**src/rtl/core/pcr_pkg.sv**
```systemverilog
package pcr_pkg;

  // configuration register width and register indexes
  localparam int CFG_W = 12;
  localparam int CFG_IDX_W = 2;
  localparam logic [CFG_IDX_W-1:0] REG_FRAME_WIDTH = 2'd0;
  localparam logic [CFG_IDX_W-1:0] REG_FRAME_HEIGHT = 2'd1;
  localparam logic [CFG_IDX_W-1:0] REG_PIXEL_FORMAT = 2'd2;

  localparam logic [CFG_W-1:0] FRAME_WIDTH_RST = 12'd320;
  localparam logic [CFG_W-1:0] FRAME_HEIGHT_RST = 12'd480;

  localparam int PIX_W = 32;
  localparam int DEST_W = 22;
  localparam int BYTE_W = 8;

  typedef enum logic [1:0] {
    FMT_RGB565 = 2'd0,
    FMT_RGB888 = 2'd1,
    FMT_ARGB   = 2'd2
  } pix_fmt_e;

  // position of one pixel in the rotated image, split for a late add
  typedef struct packed {
    logic [DEST_W-1:0] col_offset;
    logic [DEST_W-1:0] rev_row;
    logic              frame_end;
  } pos_t;

  typedef struct packed {
    logic [BYTE_W-1:0] b0;
    logic [BYTE_W-1:0] b1;
    logic [BYTE_W-1:0] b2;
  } rgb_t;

  localparam logic [7:0] FULL_SCALE = 8'd255;

endpackage

```
**src/rtl/core/pixel_convert_rotate90.sv**
```systemverilog
// Pixel format converter with 90 degree rotation index. Takes framebuffer
// pixels in raster order (row 0 first, left to right), one per transaction,
// and gives three bytes per pixel plus the pixel's index in the rotated
// image, column*height + (height-1-row), and a flag on the last pixel of the
// frame. RGB565 channels are scaled to 8 bits as 255*c/32 (red, blue) and
// 255*c/64 (green); the 24-bit and 32-bit formats pass the low three bytes
// and drop alpha. One pixel is accepted every clock while in_stall_o is low;
// a pixel passes the input register, then the result register, and the
// pipeline holds up to two pixels while the output is stalled. Width and
// height of zero act as one and are capped at MAX_WIDTH / MAX_HEIGHT.
// Writing frame_width or frame_height restarts the raster at row 0, column
// 0; writing pixel_format keeps the position. Write configuration only while
// no transaction is in flight.
module pixel_convert_rotate90 #(
  parameter int MAX_WIDTH = 2048,
  parameter int MAX_HEIGHT = 2048
) (
  input  logic                          clk_i,
  input  logic                          rst_ni,
  // configuration write port
  input  logic                          cfg_we_i,
  input  logic [pcr_pkg::CFG_IDX_W-1:0] cfg_idx_i,
  input  logic [pcr_pkg::CFG_W-1:0]     cfg_data_i,
  // pixel input
  input  logic                          in_valid_i,
  output logic                          in_stall_o,
  input  logic [pcr_pkg::PIX_W-1:0]     pixel_word_i,
  // result output
  output logic                          out_valid_o,
  input  logic                          out_stall_i,
  output logic [pcr_pkg::DEST_W-1:0]    dest_index_o,
  output logic [pcr_pkg::BYTE_W-1:0]    byte_zero_o,
  output logic [pcr_pkg::BYTE_W-1:0]    byte_one_o,
  output logic [pcr_pkg::BYTE_W-1:0]    byte_two_o,
  output logic                          frame_end_o
);
  import pcr_pkg::*;

  localparam int WW = $clog2(MAX_WIDTH + 1);
  localparam int HW = $clog2(MAX_HEIGHT + 1);
  localparam int CMP_WW = (WW > CFG_W) ? WW : CFG_W;
  localparam int CMP_HW = (HW > CFG_W) ? HW : CFG_W;

  // configuration registers
  logic [CFG_W-1:0] frame_width_q, frame_height_q;
  pix_fmt_e         pixel_format_q;

  // clamped geometry
  logic [CMP_WW-1:0] width_ext;
  logic [CMP_HW-1:0] height_ext;
  logic [WW-1:0]     width_eff;
  logic [HW-1:0]     height_eff;

  // pipeline control
  logic in_accept, s2_ready, restart;
  logic s1_valid_q, out_valid_q;

  // stage payloads
  logic [PIX_W-1:0]  s1_pixel_q;
  pos_t              s1_pos_q;
  pos_t              pos;
  rgb_t              rgb;
  logic [DEST_W-1:0] dest_d, dest_q;
  rgb_t              rgb_q;
  logic              frame_end_q;

  always_ff @(posedge clk_i or negedge rst_ni) begin
    if (!rst_ni) begin
      frame_width_q <= FRAME_WIDTH_RST;
      frame_height_q <= FRAME_HEIGHT_RST;
      pixel_format_q <= FMT_RGB565;
    end else if (cfg_we_i) begin
      case (cfg_idx_i)
        REG_FRAME_WIDTH:  frame_width_q <= cfg_data_i;
        REG_FRAME_HEIGHT: frame_height_q <= cfg_data_i;
        REG_PIXEL_FORMAT: pixel_format_q <= pix_fmt_e'(cfg_data_i[1:0]);
        default: ;  // unknown index, write dropped
      endcase
    end
  end

  // geometry write restarts the raster
  assign restart = cfg_we_i &&
                   (cfg_idx_i == REG_FRAME_WIDTH || cfg_idx_i == REG_FRAME_HEIGHT);

  // zero acts as one, oversize saturates
  assign width_ext = CMP_WW'(frame_width_q);
  assign height_ext = CMP_HW'(frame_height_q);
  assign width_eff = (width_ext == '0) ? WW'(1) :
                     (width_ext > CMP_WW'(MAX_WIDTH)) ? WW'(MAX_WIDTH) : WW'(width_ext);
  assign height_eff = (height_ext == '0) ? HW'(1) :
                      (height_ext > CMP_HW'(MAX_HEIGHT)) ? HW'(MAX_HEIGHT) : HW'(height_ext);

  // two-register pipeline, each stage moves when the one after it has room
  assign s2_ready = !out_valid_q || !out_stall_i;
  assign in_stall_o = s1_valid_q && !s2_ready;
  assign in_accept = in_valid_i && !in_stall_o;

  // raster counters, sampled into the input register on each accepted pixel
  pcr_geom #(
    .MAX_WIDTH (MAX_WIDTH),
    .MAX_HEIGHT(MAX_HEIGHT)
  ) u_geom (
    .clk_i    (clk_i),
    .rst_ni   (rst_ni),
    .restart_i(restart),
    .advance_i(in_accept),
    .width_i  (width_eff),
    .height_i (height_eff),
    .pos_o    (pos)
  );

  always_ff @(posedge clk_i or negedge rst_ni) begin
    if (!rst_ni) begin
      s1_valid_q <= 1'b0;
      out_valid_q <= 1'b0;
    end else begin
      if (!s1_valid_q || s2_ready) begin
        s1_valid_q <= in_accept;
      end
      if (s2_ready) begin
        out_valid_q <= s1_valid_q;
      end
    end
  end

  // input register, payload only
  always_ff @(posedge clk_i) begin
    if (in_accept) begin
      s1_pixel_q <= pixel_word_i;
      s1_pos_q <= pos;
    end
  end

  // conversion and index add between the two registers
  pcr_convert u_convert (
    .pixel_i(s1_pixel_q),
    .fmt_i  (pixel_format_q),
    .rgb_o  (rgb)
  );

  assign dest_d = s1_pos_q.col_offset + s1_pos_q.rev_row;

  // result register
  always_ff @(posedge clk_i) begin
    if (s2_ready && s1_valid_q) begin
      dest_q <= dest_d;
      rgb_q <= rgb;
      frame_end_q <= s1_pos_q.frame_end;
    end
  end

  assign out_valid_o = out_valid_q;
  assign dest_index_o = dest_q;
  assign byte_zero_o = rgb_q.b0;
  assign byte_one_o = rgb_q.b1;
  assign byte_two_o = rgb_q.b2;
  assign frame_end_o = frame_end_q;

`ifndef ASSERT_OFF
  a_stall_only_when_full: assert property (@(posedge clk_i) disable iff (!rst_ni)
    in_stall_o |-> (s1_valid_q && out_valid_q && out_stall_i))
    else $error("input stalled while pipeline has room");
  a_out_held_while_stalled: assert property (@(posedge clk_i) disable iff (!rst_ni)
    (out_valid_o && out_stall_i) |=> (out_valid_o &&
      $stable({dest_index_o, byte_zero_o, byte_one_o, byte_two_o, frame_end_o})))
    else $error("stalled result dropped or changed");
  a_input_reg_kept_while_stalled: assert property (@(posedge clk_i) disable iff (!rst_ni)
    in_stall_o |=> s1_valid_q)
    else $error("input register lost a pixel while stalled");
`endif

endmodule

```
**src/rtl/core/pcr_geom.sv**
```systemverilog
module pcr_geom #(
  parameter int MAX_WIDTH = 2048,
  parameter int MAX_HEIGHT = 2048,
  localparam int WW = $clog2(MAX_WIDTH + 1),
  localparam int HW = $clog2(MAX_HEIGHT + 1)
) (
  input  logic           clk_i,
  input  logic           rst_ni,
  input  logic           restart_i,
  input  logic           advance_i,
  input  logic [WW-1:0]  width_i,
  input  logic [HW-1:0]  height_i,
  output pcr_pkg::pos_t  pos_o
);
  import pcr_pkg::*;

  localparam int CW = $clog2(MAX_WIDTH);
  localparam int RW = $clog2(MAX_HEIGHT);
  localparam int CXW = (CW + 1 > WW) ? CW + 1 : WW;
  localparam int RXW = (RW + 1 > HW) ? RW + 1 : HW;

  logic [CW-1:0]     col_q, col_d;
  logic [RW-1:0]     row_q, row_d;
  logic [DEST_W-1:0] off_q, off_d;
  logic [CXW-1:0]    col_inc;
  logic [RXW-1:0]    row_inc;
  logic              last_col, last_row;
  logic [HW-1:0]     rev_row;

  assign col_inc = CXW'(col_q) + CXW'(1);
  assign row_inc = RXW'(row_q) + RXW'(1);
  assign last_col = col_inc >= CXW'(width_i);
  assign last_row = row_inc >= RXW'(height_i);
  assign rev_row = height_i - HW'(1) - HW'(row_q);

  assign pos_o.col_offset = off_q;
  assign pos_o.rev_row = DEST_W'(rev_row);
  assign pos_o.frame_end = last_col && last_row;

  always_comb begin
    col_d = col_q;
    row_d = row_q;
    off_d = off_q;
    if (restart_i) begin
      col_d = '0;
      row_d = '0;
      off_d = '0;
    end else if (advance_i) begin
      if (last_col) begin
        col_d = '0;
        off_d = '0;
        row_d = last_row ? '0 : RW'(row_inc);
      end else begin
        col_d = CW'(col_inc);
        off_d = off_q + DEST_W'(height_i);
      end
    end
  end

  always_ff @(posedge clk_i or negedge rst_ni) begin
    if (!rst_ni) begin
      col_q <= '0;
      row_q <= '0;
      off_q <= '0;
    end else begin
      col_q <= col_d;
      row_q <= row_d;
      off_q <= off_d;
    end
  end

`ifndef ASSERT_OFF
  a_offset_zero_at_row_start: assert property (@(posedge clk_i) disable iff (!rst_ni)
    col_q == '0 |-> off_q == '0)
    else $error("column offset not zero at start of row");
  a_col_in_range: assert property (@(posedge clk_i) disable iff (!rst_ni)
    CXW'(col_q) < CXW'(width_i))
    else $error("column counter beyond frame width");
  a_row_in_range: assert property (@(posedge clk_i) disable iff (!rst_ni)
    RXW'(row_q) < RXW'(height_i))
    else $error("row counter beyond frame height");
`endif

endmodule

```
**src/rtl/core/pcr_convert.sv**
```systemverilog
module pcr_convert (
  input  logic [pcr_pkg::PIX_W-1:0] pixel_i,
  input  pcr_pkg::pix_fmt_e         fmt_i,
  output pcr_pkg::rgb_t             rgb_o
);
  import pcr_pkg::*;

  logic [4:0]  red5, blue5;
  logic [5:0]  green6;
  logic [12:0] red_prod, blue_prod;
  logic [13:0] green_prod;

  assign red5 = pixel_i[15:11];
  assign green6 = pixel_i[10:5];
  assign blue5 = pixel_i[4:0];

  // 255*c/32 and 255*c/64, the divide is a plain shift
  assign red_prod = 13'(red5) * 13'(FULL_SCALE);
  assign green_prod = 14'(green6) * 14'(FULL_SCALE);
  assign blue_prod = 13'(blue5) * 13'(FULL_SCALE);

  always_comb begin
    case (fmt_i)
      FMT_RGB565: begin
        rgb_o.b0 = red_prod[12:5];
        rgb_o.b1 = green_prod[13:6];
        rgb_o.b2 = blue_prod[12:5];
      end
      default: begin
        // packed and alpha formats: low three bytes, alpha dropped
        rgb_o.b0 = pixel_i[7:0];
        rgb_o.b1 = pixel_i[15:8];
        rgb_o.b2 = pixel_i[23:16];
      end
    endcase
  end

endmodule

```
**config.mk**
```make
export PLATFORM = sky130hd
export DESIGN_NAME = pixel_convert_rotate90
export DESIGN_NICKNAME = d
export VERILOG_FILES = /design/src/rtl/core/pcr_pkg.sv /design/src/rtl/core/pixel_convert_rotate90.sv /design/src/rtl/core/pcr_geom.sv /design/src/rtl/core/pcr_convert.sv
export SDC_FILE = /design/constraint.sdc
export NUM_CORES = 1
export LEC_CHECK = 0
export BUFFER_PORTS_ARGS = -buffer_cell sky130_fd_sc_hd__buf_2
export CAP_MARGIN = 20
export CORE_UTILIZATION = 62
export DETAILED_ROUTE_END_ITERATION = 6
export GPL_TIMING_DRIVEN = 1
export PLACE_DENSITY = 0.82
export SYNTH_ARGS = -nofsm -noshare
export SYNTH_HDL_FRONTEND = slang
export SYNTH_HIERARCHICAL = 1
export SYNTH_SLANG_ARGS = --single-unit
```
**constraint.sdc**
```tcl
create_clock -name clk_i -period 5.2 [get_ports clk_i]
set_input_delay 0 -clock clk_i [delete_from_list [all_inputs] [get_ports clk_i]]
set_output_delay 0 -clock clk_i [all_outputs]
set_load 0.02 [all_outputs]
```
==> After elaboration in Yosys (flattened, before gate mapping) <==
Index checks and enable logic that the tools add are counted.
{ "word_totals": {"regBits": 178, "in_bits": 51} }
{ "op_classes": {"addsub": 6, "mul": 3, "order_cmp": 4, "n_eq_ne": 2, "muxes": 15, "reduce_logical": 23} }
{ "op_table": {"columns": ["op", "count"], "rows": [
  ["11-bit two-way mux", 7],
  ["22-bit two-way mux", 3],
  ["12-bit two-way mux", 4],
  ["22-bit by 12-bit adder with 22-bit output", 2],
  ["5-bit by 8-bit multiplier with 13-bit output (second input constant)", 2],
  ["11-bit by 1-bit adder with 12-bit output (second input constant)", 2],
  ["12-bit greater-or-equal comparator", 2],
  ["12-bit greater-than comparator (second input constant)", 2],
  ["12-bit zero test", 2],
  ["24-bit two-way mux", 1],
  ["6-bit by 8-bit multiplier with 14-bit output (second input constant)", 1],
  ["12-bit by 1-bit subtractor with 12-bit output (second input constant)", 1],
  ["12-bit by 11-bit subtractor with 12-bit output", 1],
  ["2-bit AND reduction", 4],
  ["1-bit logical AND", 5],
  ["1-bit zero test", 5],
  ["2-bit zero test", 2],
  ["2-bit nonzero test", 2],
  ["1-bit logical OR", 3],
  ["2-bit by 1-bit == test with 1-bit output (second input constant)", 1],
  ["2-bit == test (second input constant)", 1]
]} }

==> Logic depth before layout (Yosys ltp) <==
Gate-level depths: netlist (run 1).
{ "logic_depth": {"depth_word": 8, "mapped_depth": 14} }

==> Cells and area by module <==
Netlist (run 1), hierarchy kept.
{ "modules_own_cells": {"columns": ["mod", "n_inst", "cells_each", "area_per_inst_um2", "seq_area_each_um2"], "rows": [
  ["pixel_convert_rotate90", 1, 385, 6150.9, 4431.8],
  ["pcr_geom", 1, 468, 3935.0, 1101.1],
  ["pcr_convert", 1, 328, 2711.4, 0.0]
]} }

==> Worst setup path before layout (run 1) <==
Ideal clock, no wire load.
{ "synth_timing": {"path_kind": "reg-to-reg", "startpoint": "reg out_valid_q, in the netlist out_valid_o", "endpoint": "reg rgb_q, in the netlist byte_one_o[0] (enable)", "setup_time_ns": 0.523, "t_arrival_ns": 3.948, "t_required_ns": 4.677, "path_slack_ns": 0.729, "stages_incl_launch_ff": 2, "path_buffers": 0, "path_cell_list": "dfrtp_1 -> a21boi_0"} }
{ "synth_via": {"elab_chain_cells": 3} }
{ "synth_lines": {"columns": ["element", "line_no", "text"], "rows": [
  ["from (decl)", "pixel_convert_rotate90.sv:56", "logic s1_valid_q, out_valid_q;"],
  ["from (signal assigned)", "pixel_convert_rotate90.sv:122", "out_valid_q <= s1_valid_q;"],
  ["1-bit zero test", "pixel_convert_rotate90.sv:95", "assign s2_ready = !out_valid_q || !out_stall_i;"],
  ["1-bit logical OR", "pixel_convert_rotate90.sv:95", null],
  ["1-bit logical AND", "pixel_convert_rotate90.sv:146", "if (s2_ready && s1_valid_q) begin"],
  ["to (signal assigned)", "pixel_convert_rotate90.sv:148", "rgb_q <= rgb;"],
  ["to (decl)", "pixel_convert_rotate90.sv:64", "rgb_t rgb_q;"]
]} }
No other way between the ends.
A chain may end at the register's enable or synchronous reset.

==> results.ini, run 1 <==
[timing]
slew_headroom_pct = 35.1
setup_tns_ps = 0
period_minus_slack_ps = 4110
clock-skew-final_ps = 8.67
fin_ws_ps = 1090
slew_violations = 0
fmax_mhz = 243
hold_ws_ps = 274
hold_viol = 0
fin_crit_sh_pct = 79.0
worst_pin_slew_ps = 972
rsz0062_at_grt = no
finalSetupViolations = 0

[placement]
dp.cells = 1508
place_area_um2 = 13200
hpwl_um = 18400
place_worst_setup_slack_ps = 1050
io_buffers = 91
routabilityCongestion = 0.877

[min_path]
hp-start = pixel_word_i[0]
hold_class = in -> reg

[die]
die-area_um2 = 20800
die_h_um = 144
top_level_ports = 100
num_rows = 51
start_util_pct = 63.9
die_w_um = 144
core_area_um2 = 19700

[setup_path]
crit_chain = fa_1 -> inv_1 -> fa_1 -> fa_1 -> inv_1 -> ha_1 -> nand4_1 -> o311a_1 -> nor2_2 -> a21o_1 -> xnor2_1 -> o21ai_1
crit_path_end_kind = register
cpMostUsedCell = fa_1
critPathMaxFanout = 6
slowest_delay_ps = 710
cp.required_ps = 5350
arrival_ps = 4260
worstSetupPathType = reg -> reg
start_kind = register
r2r_slack_ps = 1090
r2r_start = s1_pixel_q[8]
setup.worst_path.start = s1_pixel_q[8]
critPathSlowestCell = fa_1

[power_and_ir_drop]
ir_drop_v = 0.000242
power.total_mw = 6.23
power-per-cell-area_nw_per_um2 = 437
leakage_nw = 6.35

[finish]
fillers = 1370
diodes = 0
multi_input_area_um2 = 6650
fin_area_um2 = 14200
layout.area.seq_um2 = 5290
final_util_pct = 72.4
area_growth_pct = 13.4
drive_gt1_share_pct = 14.3
fin_nets = 1522
final_cells = 1584

[cts]
post_cts_resized = 0
cts_root_buf = clkbuf_16
htreeDepth = 4
cts_tree = done
clock_latency_ps = 430
post_cts_buffers = 0
clk_path_buf_depth = 2
cts.sinks = 188
clkSlewWorstSetupHoldPaths_ps = 70
numCtsBuffers = 17

[route]
wl_um = 26200
vias = 9155
drt_drc_violations_left = 0
avgViaCountPerCell = 5.78
firstDrtPassIters = 5
drt_iter0_drc = 642
postRouteAntennaNets = 0
wire_per_inst_um = 16.5

[global_route]
antenna_found_initial = 0
grt_pass1_vias = 9035
grt_pass1_wl_um = 41900
grt_max_degree = 73
grt-ovfl-total = 0
grt_usage_pct = 26.1

[synthesis]
syn_inst = 1173
synthesis.area_um2 = 12600
yosys_warnings = 6
syn_area_per_cell_um2 = 10.7

[flow_run]
drv_cap = 0

[run_status]
status = finished clean

[layout by cell type (no fill, tap or decap), types with 8 or more instances in the layout]
cell type	count
or3_1	8
nor2b_1	29
ha_1	130
a211oi_1	11
o21bai_1	8
a21o_1	20
clkbuf_16	18
fa_1	35
inv_1	124
dlygate4sd3_1	44
a22o_1	9
and3_1	10
conb_1	10
o21ai_0	66
nand3_1	29
nor2_1	46
xor2_1	28
mux2_2	27
a21oi_1	59
nand4_1	12
nand2b_1	9
buf_2	91
and2_1	10
dfrtp_1	66
edfxtp_1	116
o21ai_1	12
nand2_1	81
xnor2_1	53
a31oi_1	11
a32o_1	8
nor3_1	8
[critical path: cells and delay by family, from the launching register on]
family / cells / cell delay [ps]
flops: 1 / 510
fa+ha+maj: 4 / 2020
compound gates: 3 / 610
buf+inv: 2 / 190
xor+xnor: 1 / 130
simple gates: 2 / 370
[final timing paths]
kind	endpoint	depth (start not counted)
setup reg to reg	byte_one_o[5]	12
hold reg to reg	frame_end_o	0
hold / removal	s1_pixel_q[0]	2
max in group asynchronous	u_geom/row_q[8]	3
setup / recovery	byte_one_o[5]	12
min in group asynchronous	u_geom/col_q[2]	3
[routing by layer]
| layer | track usage (%) | routed length [µm] | vias up |
|---|---|---|---|
| met5 | 0 | 0 | - |
| met1 | 30.6 | 10900 | 4384 |
| met3 | 4.80 | 1280 | 51 |
| li1 | - | - | 4432 |
| met4 | 9.75 | 609 | 0 |
| met2 | 47.3 | 13400 | 288 |
[repair_timing]
item                                   4_1_cts  5_1_grt
hold buffers                                44        0
setup endpoints to repair                    0        0
endpoints found under the hold margin      118        0
[flip-flops by register name, summed over array words and instances, names as in the netlist]
register / flops
byte_one_o: 8
byte_two_o: 8
byte_zero_o: 8
dest_index_o: 22
frame_end_o: 1
frame_height_q: 12
frame_width_q: 12
out_valid_o: 1
pixel_format_q: 2
s1_pixel_q: 24
s1_pos_q: 45
s1_valid_q: 1
u_geom/col_q: 11
u_geom/off_q: 22
u_geom/row_q: 11
[report_power, final]
part	switching [mW]	total, mW	internal (mW)
clock network	0.585	1.25	0.664
logic	1.62	2.78	1.16
registers	0.208	2.20	2.00
total	2.41	6.23	3.82
[final cells by class]
class	instances	share of cell area [%]
tap	265	2.33
sequential	188	37.2
inverter	124	3.27
clock buffer	19	3.26
clock inverter	13	0.694
timing repair buffer	140	6.56
multi-input combinational	835	46.7
No activity file was read; power rests on OpenSTA's default activity.
==> inputs of run 2 (changes only) <==
--- a/config.mk
+++ b/config.mk
@@ -5,12 +5,13 @@
 export SDC_FILE = /design/constraint.sdc
 export NUM_CORES = 1
 export LEC_CHECK = 0
+export ABC_AREA = 1
 export BUFFER_PORTS_ARGS = -buffer_cell sky130_fd_sc_hd__buf_2
 export CAP_MARGIN = 20
-export CORE_UTILIZATION = 62
+export CORE_UTILIZATION = 56
 export DETAILED_ROUTE_END_ITERATION = 6
 export GPL_TIMING_DRIVEN = 1
-export PLACE_DENSITY = 0.82
+export PLACE_DENSITY = 0.78
 export SYNTH_ARGS = -nofsm -noshare
 export SYNTH_HDL_FRONTEND = slang
 export SYNTH_HIERARCHICAL = 1
==> constraint.sdc (replaced) <==
create_clock -name clk_i -period 3.41 [get_ports clk_i]
set_input_delay 0 -clock clk_i [delete_from_list [all_inputs] [get_ports clk_i]]
set_output_delay 0 -clock clk_i [all_outputs]
set_load 0.02 [all_outputs]
==> run 2 against run 1 <==
Setup slack worse by 1300 ps; total power grew 90%; combinational power rose by 130%; first-iteration DRC count rose by 33%; maximum frequency rose by 14%; core utilization fell by 4.4 points; non-clock buffer count rose by 51; sequential share of layout area shrank 5.1 points; clock skew grew 8.8 ps; the run now ends with setup timing left; cell count up 45%.
==> results.ini, run 2 <==
[run_status]
status = complete, but fails checks
violations = setup timing

[cts]
clk_path_buf_depth = 2  ; unchanged
cts_root_buf = clkbuf_16
cts_tree = done
numCtsBuffers = 17  ; unchanged
clock_latency_ps = 440  ; about the same
clkSlewWorstSetupHoldPaths_ps = 80  ; about the same
cts.sinks = 188  ; unchanged
htreeDepth = 4  ; unchanged

[finish]
fin_area_um2 = 16500  ; +16%
area_growth_pct = 19.3
largest-register = s1_pos_q
diodes = 0  ; unchanged
fin_nets = 2171  ; +43%
final_common_cell = nand2_1
reg_top3 = s1_pos_q x45, s1_pixel_q x24
final_cell_mix = nand2_1 (526), inv_1 (305), nor2_1 (125)
largest_reg_flops = 45  ; unchanged
drive_gt1_share_pct = 16.3  ; +1.9 points

[global_route]
grt_pass1_wl_um = 54700  ; +30%
gr-usage-met1_pct = 34.2  ; +3.6 points
grt_use_met3_pct = 4.09  ; -0.71 points
grt-ovfl-total = 0  ; unchanged
busiest_layer = met2
met2_usage_pct = 46.6  ; -0.66 points
grt_max_degree = 70  ; -4.1%
grt_usage_pct = 26.7  ; +0.60 points
grt_pass1_vias = 11632  ; +29%
antenna_found_initial = 0  ; unchanged

[setup_path]
reg2reg_depth = 13  ; +1
worstSetupEndpoint = byte_one_o[5]
crit_family = adder cells
r2r_start = s1_pixel_q[10]
crit_chain = fa_2 -> buf_6 -> fa_1 -> xor2_1 -> ha_1 -> ha_4 -> a21oi_2 -> buf_4 -> nor2_1 -> nor2_1 -> nand3_1 -> nand3_1 -> nand2_1
critPathBufInv = 2  ; unchanged
r2r-end = byte_one_o[5]
slowest_delay_ps = 570  ; -140 ps
critPathMaxFanout = 4  ; -2
setup.worst_path.start = s1_pixel_q[10]
start_kind = register
cp.depth = 13  ; +1
worstSetupPathType = reg -> reg
critPathSlowestCell = fa_2
r2r_slack_ps = -200  ; -1290 ps
cp.required_ps = 3610  ; -1740 ps
arrival_ps = 3810  ; -450 ps
crit_path_end_kind = register

[die]
start_util_pct = 57.0  ; -6.9 points
num_rows = 57  ; +12%
die_h_um = 159  ; +10%
die-area_um2 = 25300  ; +22%
die_w_um = 159  ; +10%
core_area_um2 = 24200  ; +23%
top_level_ports = 100  ; unchanged

[route]
vias = 11931  ; +30%
wire_per_inst_um = 14.8  ; -11%
firstDrtPassIters = 5  ; unchanged
drt_drc_violations_left = 0  ; unchanged
drt_iter0_drc = 853  ; +33%
avgViaCountPerCell = 5.21  ; -9.9%
postRouteAntennaNets = 0  ; unchanged
wl_um = 33800  ; +29%

[timing]
fin_ws_ps = -200  ; -1290 ps
finalSetupViolations = 9  ; +9
clock-skew-final_ps = 17.5  ; +8.83 ps
hold_viol = 0  ; unchanged
slew_headroom_pct = 32.7  ; -2.4 points
fin_crit_sh_pct = 106  ; +27 points
period_minus_slack_ps = 3610  ; -498 ps
fmax_mhz = 277  ; +14%
rsz0062_at_grt = yes
worst_pin_slew_ps = 1010  ; +35.4 ps
slew_violations = 0  ; unchanged

[placement]
routabilityCongestion = 0.939  ; +7.0%
io_buffers = 91  ; unchanged
place_area_um2 = 14900  ; +13%
place_worst_setup_slack_ps = -156  ; -1210 ps
hpwl_um = 24600  ; +34%

[power_and_ir_drop]
p_seq_share_pct = 28.5  ; -6.9 points
clock_power_share_pct = 16.5  ; -3.6 points
power-per-cell-area_nw_per_um2 = 717  ; +64%
p_int_mw = 6.65  ; +74%
swShare_pct = 43.8  ; +5.1 points
ir_drop_v = 0.000441  ; +82%
p_switching_mw = 5.19  ; +120%
pwr-share-comb_pct = 55.0  ; +10 points
leakage_nw = 8.49  ; +34%

[flow_run]
drv_cap = 0  ; unchanged

[synthesis]
syn_inst = 1766  ; +51%
yosys_warnings = 6  ; unchanged
syn_area_per_cell_um2 = 7.83  ; -27%
synthesis.area_um2 = 13800  ; +10%

[min_path]
hold_class = in -> reg

-- run 2: worst min-delay path by stage --
stage                                    to              from  slack, ps  cells past startpoint
after global placement        s1_pixel_q[7]   pixel_word_i[7]        180                      1
after CTS                    s1_pixel_q[15]  pixel_word_i[15]        250                      2
after detailed placement      s1_pixel_q[6]   pixel_word_i[6]        180                      1
after floorplan           frame_height_q[0]            rst_ni       -300                      0
final                         s1_pixel_q[0]   pixel_word_i[0]        270                      2
after global routing         s1_pixel_q[15]  pixel_word_i[15]        260                      2
-- run 2: final cells by class --
class | instances | area, µm²
fill | 1875 | 7750
clock buffer | 17 | 425
inverter | 325 | 1220
multi-input combinational | 1232 | 7660
tap | 324 | 405
timing repair buffer | 191 | 1340
clock inverter | 15 | 155
sequential | 188 | 5290
-- run 2: layer usage --
metal	share of wire, %	wire length [µm]
met1	44	14900
met2	49	16700
met3	4.7	1600
met4	1.8	601
met5	0	0
-- run 2: what timing repair did --
action	4_1_cts	5_1_grt
hold endpoints to repair	88	2
resized for setup	30	86
setup endpoints to repair	18	46
pin swaps	12	65
hold buffers	43	1
cloned	0	0
buffers inserted	3	6
-- run 2: metrics by stage --
step | TNS [ps] | util [%] | total power [mW] | hold slack, ps | std cells
floorplan | 0 | - | 7.17 | -296 | 1775
global placement | -327 | 61.4 | 8.46 | 178 | 2206
detailed placement | -1000 | 61.4 | 8.63 | 178 | 2206
CTS | -51.5 | 66.3 | 10.9 | 246 | 2284
global route | -1900 | 68.0 | 12.7 | 263 | 2292
finish | -404 | 68.0 | 11.8 | 268 | 2292
-- run 2: power groups by stage --
| stage | Combinational [mW] | Sequential (mW) | Clock (mW) |
|---|---|---|---|
| floorplan | 3.62 | 3.54 | 0 |
| global placement | 5.07 | 3.39 | 0 |
| detailed placement | 5.22 | 3.41 | 0 |
| CTS | 5.57 | 3.36 | 1.99 |
| global route | 7.15 | 3.42 | 2.09 |
| finish | 6.51 | 3.37 | 1.95 |
==> inputs of run 3 (changes only) <==
--- a/config.mk
+++ b/config.mk
@@ -8,7 +8,9 @@
 export ABC_AREA = 1
 export BUFFER_PORTS_ARGS = -buffer_cell sky130_fd_sc_hd__buf_2
 export CAP_MARGIN = 20
-export CORE_UTILIZATION = 56
+export CELL_PAD_IN_SITES_DETAIL_PLACEMENT = 0
+export CELL_PAD_IN_SITES_GLOBAL_PLACEMENT = 1
+export CORE_UTILIZATION = 42
 export DETAILED_ROUTE_END_ITERATION = 6
 export GPL_TIMING_DRIVEN = 1
 export PLACE_DENSITY = 0.78
==> run 3 against run 2 <==
The flow now finishes without violations; critical path depth down 1; die area up 33%; cell count up 5.0%; clock power about the same; register-to-register slack better by 230 ps; combinational power down 5.7%; core utilization down 17 points; first-iteration DRC count down 39%; worst hold slack worse by 130 ps; critical path type unchanged; critical endpoint is now byte_two_o[7].
==> results.ini, run 3 (synthesis results as in run 2) <==
[finish]
final_util_pct = 51.1  ; -17 points
final_cell_mix = nand2_1 (521), inv_1 (308), nor2_1 (128)
diodes = 0  ; unchanged
fillers = 3099  ; +65%
fin_nets = 2168  ; -0.14%
fin_area_um2 = 16600  ; +0.49%
final_common_cell = nand2_1
drive_gt1_share_pct = 16.1  ; -0.13 points
area_growth_pct = 19.9
largest-register = s1_pos_q
largest_reg_flops = 45  ; unchanged
multi_input_area_um2 = 7640  ; -0.23%
reg_top3 = s1_pos_q x45, s1_pixel_q x24
layout.area.seq_um2 = 5290  ; unchanged

[setup_path]
r2r_start = s1_pixel_q[2]
reg2reg_depth = 12  ; -1
arrival_ps = 3580  ; -230 ps
critPathMaxFanout = 4  ; unchanged
start_kind = register
cp.required_ps = 3620  ; about the same
crit_path_end_kind = register
r2r_slack_ps = 30  ; +230 ps
worstSetupPathType = reg -> reg
r2r-end = byte_two_o[7]

[cts]
clkSlewWorstSetupHoldPaths_ps = 80  ; about the same
clock_latency_ps = 450  ; about the same
numCtsBuffers = 17  ; unchanged
cts_root_buf = clkbuf_16
htreeDepth = 4  ; unchanged
cts.sinks = 188  ; unchanged
clk_path_buf_depth = 2  ; unchanged
cts_tree = done

[global_route]
grt_pass1_vias = 11236  ; -3.4%
grt_usage_pct = 20.4  ; -6.3 points
grt_pass1_wl_um = 54300  ; -0.62%
antenna_found_initial = 0  ; unchanged
grt_max_degree = 70  ; unchanged
grt-ovfl-total = 0  ; unchanged

[flow_run]
drv_cap = 0  ; unchanged

[route]
drt_iter0_drc = 517  ; -39%
vias = 11269  ; -5.5%
avgViaCountPerCell = 4.68  ; -10%
postRouteAntennaNets = 0  ; unchanged
firstDrtPassIters = 5  ; unchanged
drt_drc_violations_left = 0  ; unchanged
wl_um = 32800  ; -3.0%
wire_per_inst_um = 13.6  ; -7.7%

[timing]
hold_viol = 0  ; unchanged
slew_headroom_pct = 39.4  ; +6.7 points
worst_pin_slew_ps = 909  ; -98.2 ps
period_minus_slack_ps = 3380  ; -232 ps
slew_violations = 0  ; unchanged
fmax_mhz = 296  ; +6.9%
clock-skew-final_ps = 15.4  ; -2.14 ps
hold_ws_ps = 141  ; -127 ps
rsz0062_at_grt = yes
fin_crit_sh_pct = 99.1  ; -6.8 points
finalSetupViolations = 0  ; -9

[power_and_ir_drop]
power-per-cell-area_nw_per_um2 = 692  ; -3.6%
leakage_nw = 8.45  ; -0.46%
ir_drop_v = 0.000454  ; +2.9%

[die]
die_w_um = 183  ; +15%
die-area_um2 = 33600  ; +33%
start_util_pct = 42.6  ; -14 points
num_rows = 66  ; +16%
core_area_um2 = 32500  ; +34%
die_h_um = 183  ; +15%
top_level_ports = 100  ; unchanged

[placement]
hpwl_um = 25200  ; +2.5%
routabilityCongestion = 0.864  ; -8.0%
place_area_um2 = 15100  ; +1.1%
io_buffers = 91  ; unchanged

[run_status]
status = finished clean

[min_path]
hold_class = in -> async

[run 3: report_power, final]
| group | switching (mW) | total [mW] | internal, mW |
|---|---|---|---|
| Combinational | 3.68 | 6.14 | 2.46 |
| Sequential | 0.292 | 3.37 | 3.08 |
| Clock | 0.928 | 1.96 | 1.04 |
| Total | 4.90 | 11.5 | 6.57 |
[run 3: how the worst max path moves through the flow]
stage | startpoint | end | slack [ps] | cells past startpoint
2_1_floorplan | s1_pixel_q[9] | byte_one_o[2] | 10 | 12
3_3_place_gp | s1_pixel_q[8] | byte_one_o[3] | -20 | 11
3_5_place_dp | s1_pixel_q[8] | byte_one_o[3] | -70 | 11
4_1_cts | s1_pixel_q[9] | byte_one_o[6] | -8 | 12
5_1_grt | s1_pixel_q[13] | byte_zero_o[7] | -80 | 14
6_report | s1_pixel_q[2] | byte_two_o[7] | 30 | 12
[run 3: cell type report]
class	count	area share, %
clock buffer	22	2.94
clock inverter	10	0.475
sequential	188	31.9
tap	442	3.34
multi-input combinational	1232	46.1
timing repair buffer	188	7.87
inverter	325	7.36
[run 3: stage by stage]
stage | TNS, ps | setup WS [ps] | power (mW) | cells
2_1_floorplan | 0 | 9.83 | 7.17 | 1775
3_3_place_gp | -22.4 | -16.4 | 8.56 | 2325
3_5_place_dp | -408 | -69.6 | 8.66 | 2325
4_1_cts | -9.30 | -8.04 | 10.9 | 2402
5_1_grt | -602 | -80.4 | 12.4 | 2407
6_report | 0 | 31.2 | 11.5 | 2407
[run 3: per-layer routing]
layer | global-route usage [%] | up-vias | wire length [µm]
li1 | - | 5920 | -
met1 | 25.8 | 5133 | 15300
met2 | 36.2 | 185 | 15900
met3 | 3.07 | 31 | 1120
met4 | 5.00 | 0 | 444
met5 | 0 | - | 0
[run 3: what timing repair did]
item                                    4_1_cts  5_1_grt
hold endpoints to repair                     95        0
hold buffers                                 43        0
buffers inserted                              2        5
gates resized for setup                      22       90
pin swaps                                     7       54
endpoints found under the setup margin       12       23
[run 3: worst max-delay path: stages, from the launching register on]
cell and delay [ps]:
edfxtp_1 420, fa_1 550, fa_2 620, inv_2 50
fa_2 580, ha_4 230, a21o_1 180, nor2_1 120
nand2_1 90, nand2_1 90, nand3_1 80, nand3_1 90
nand2_1 50
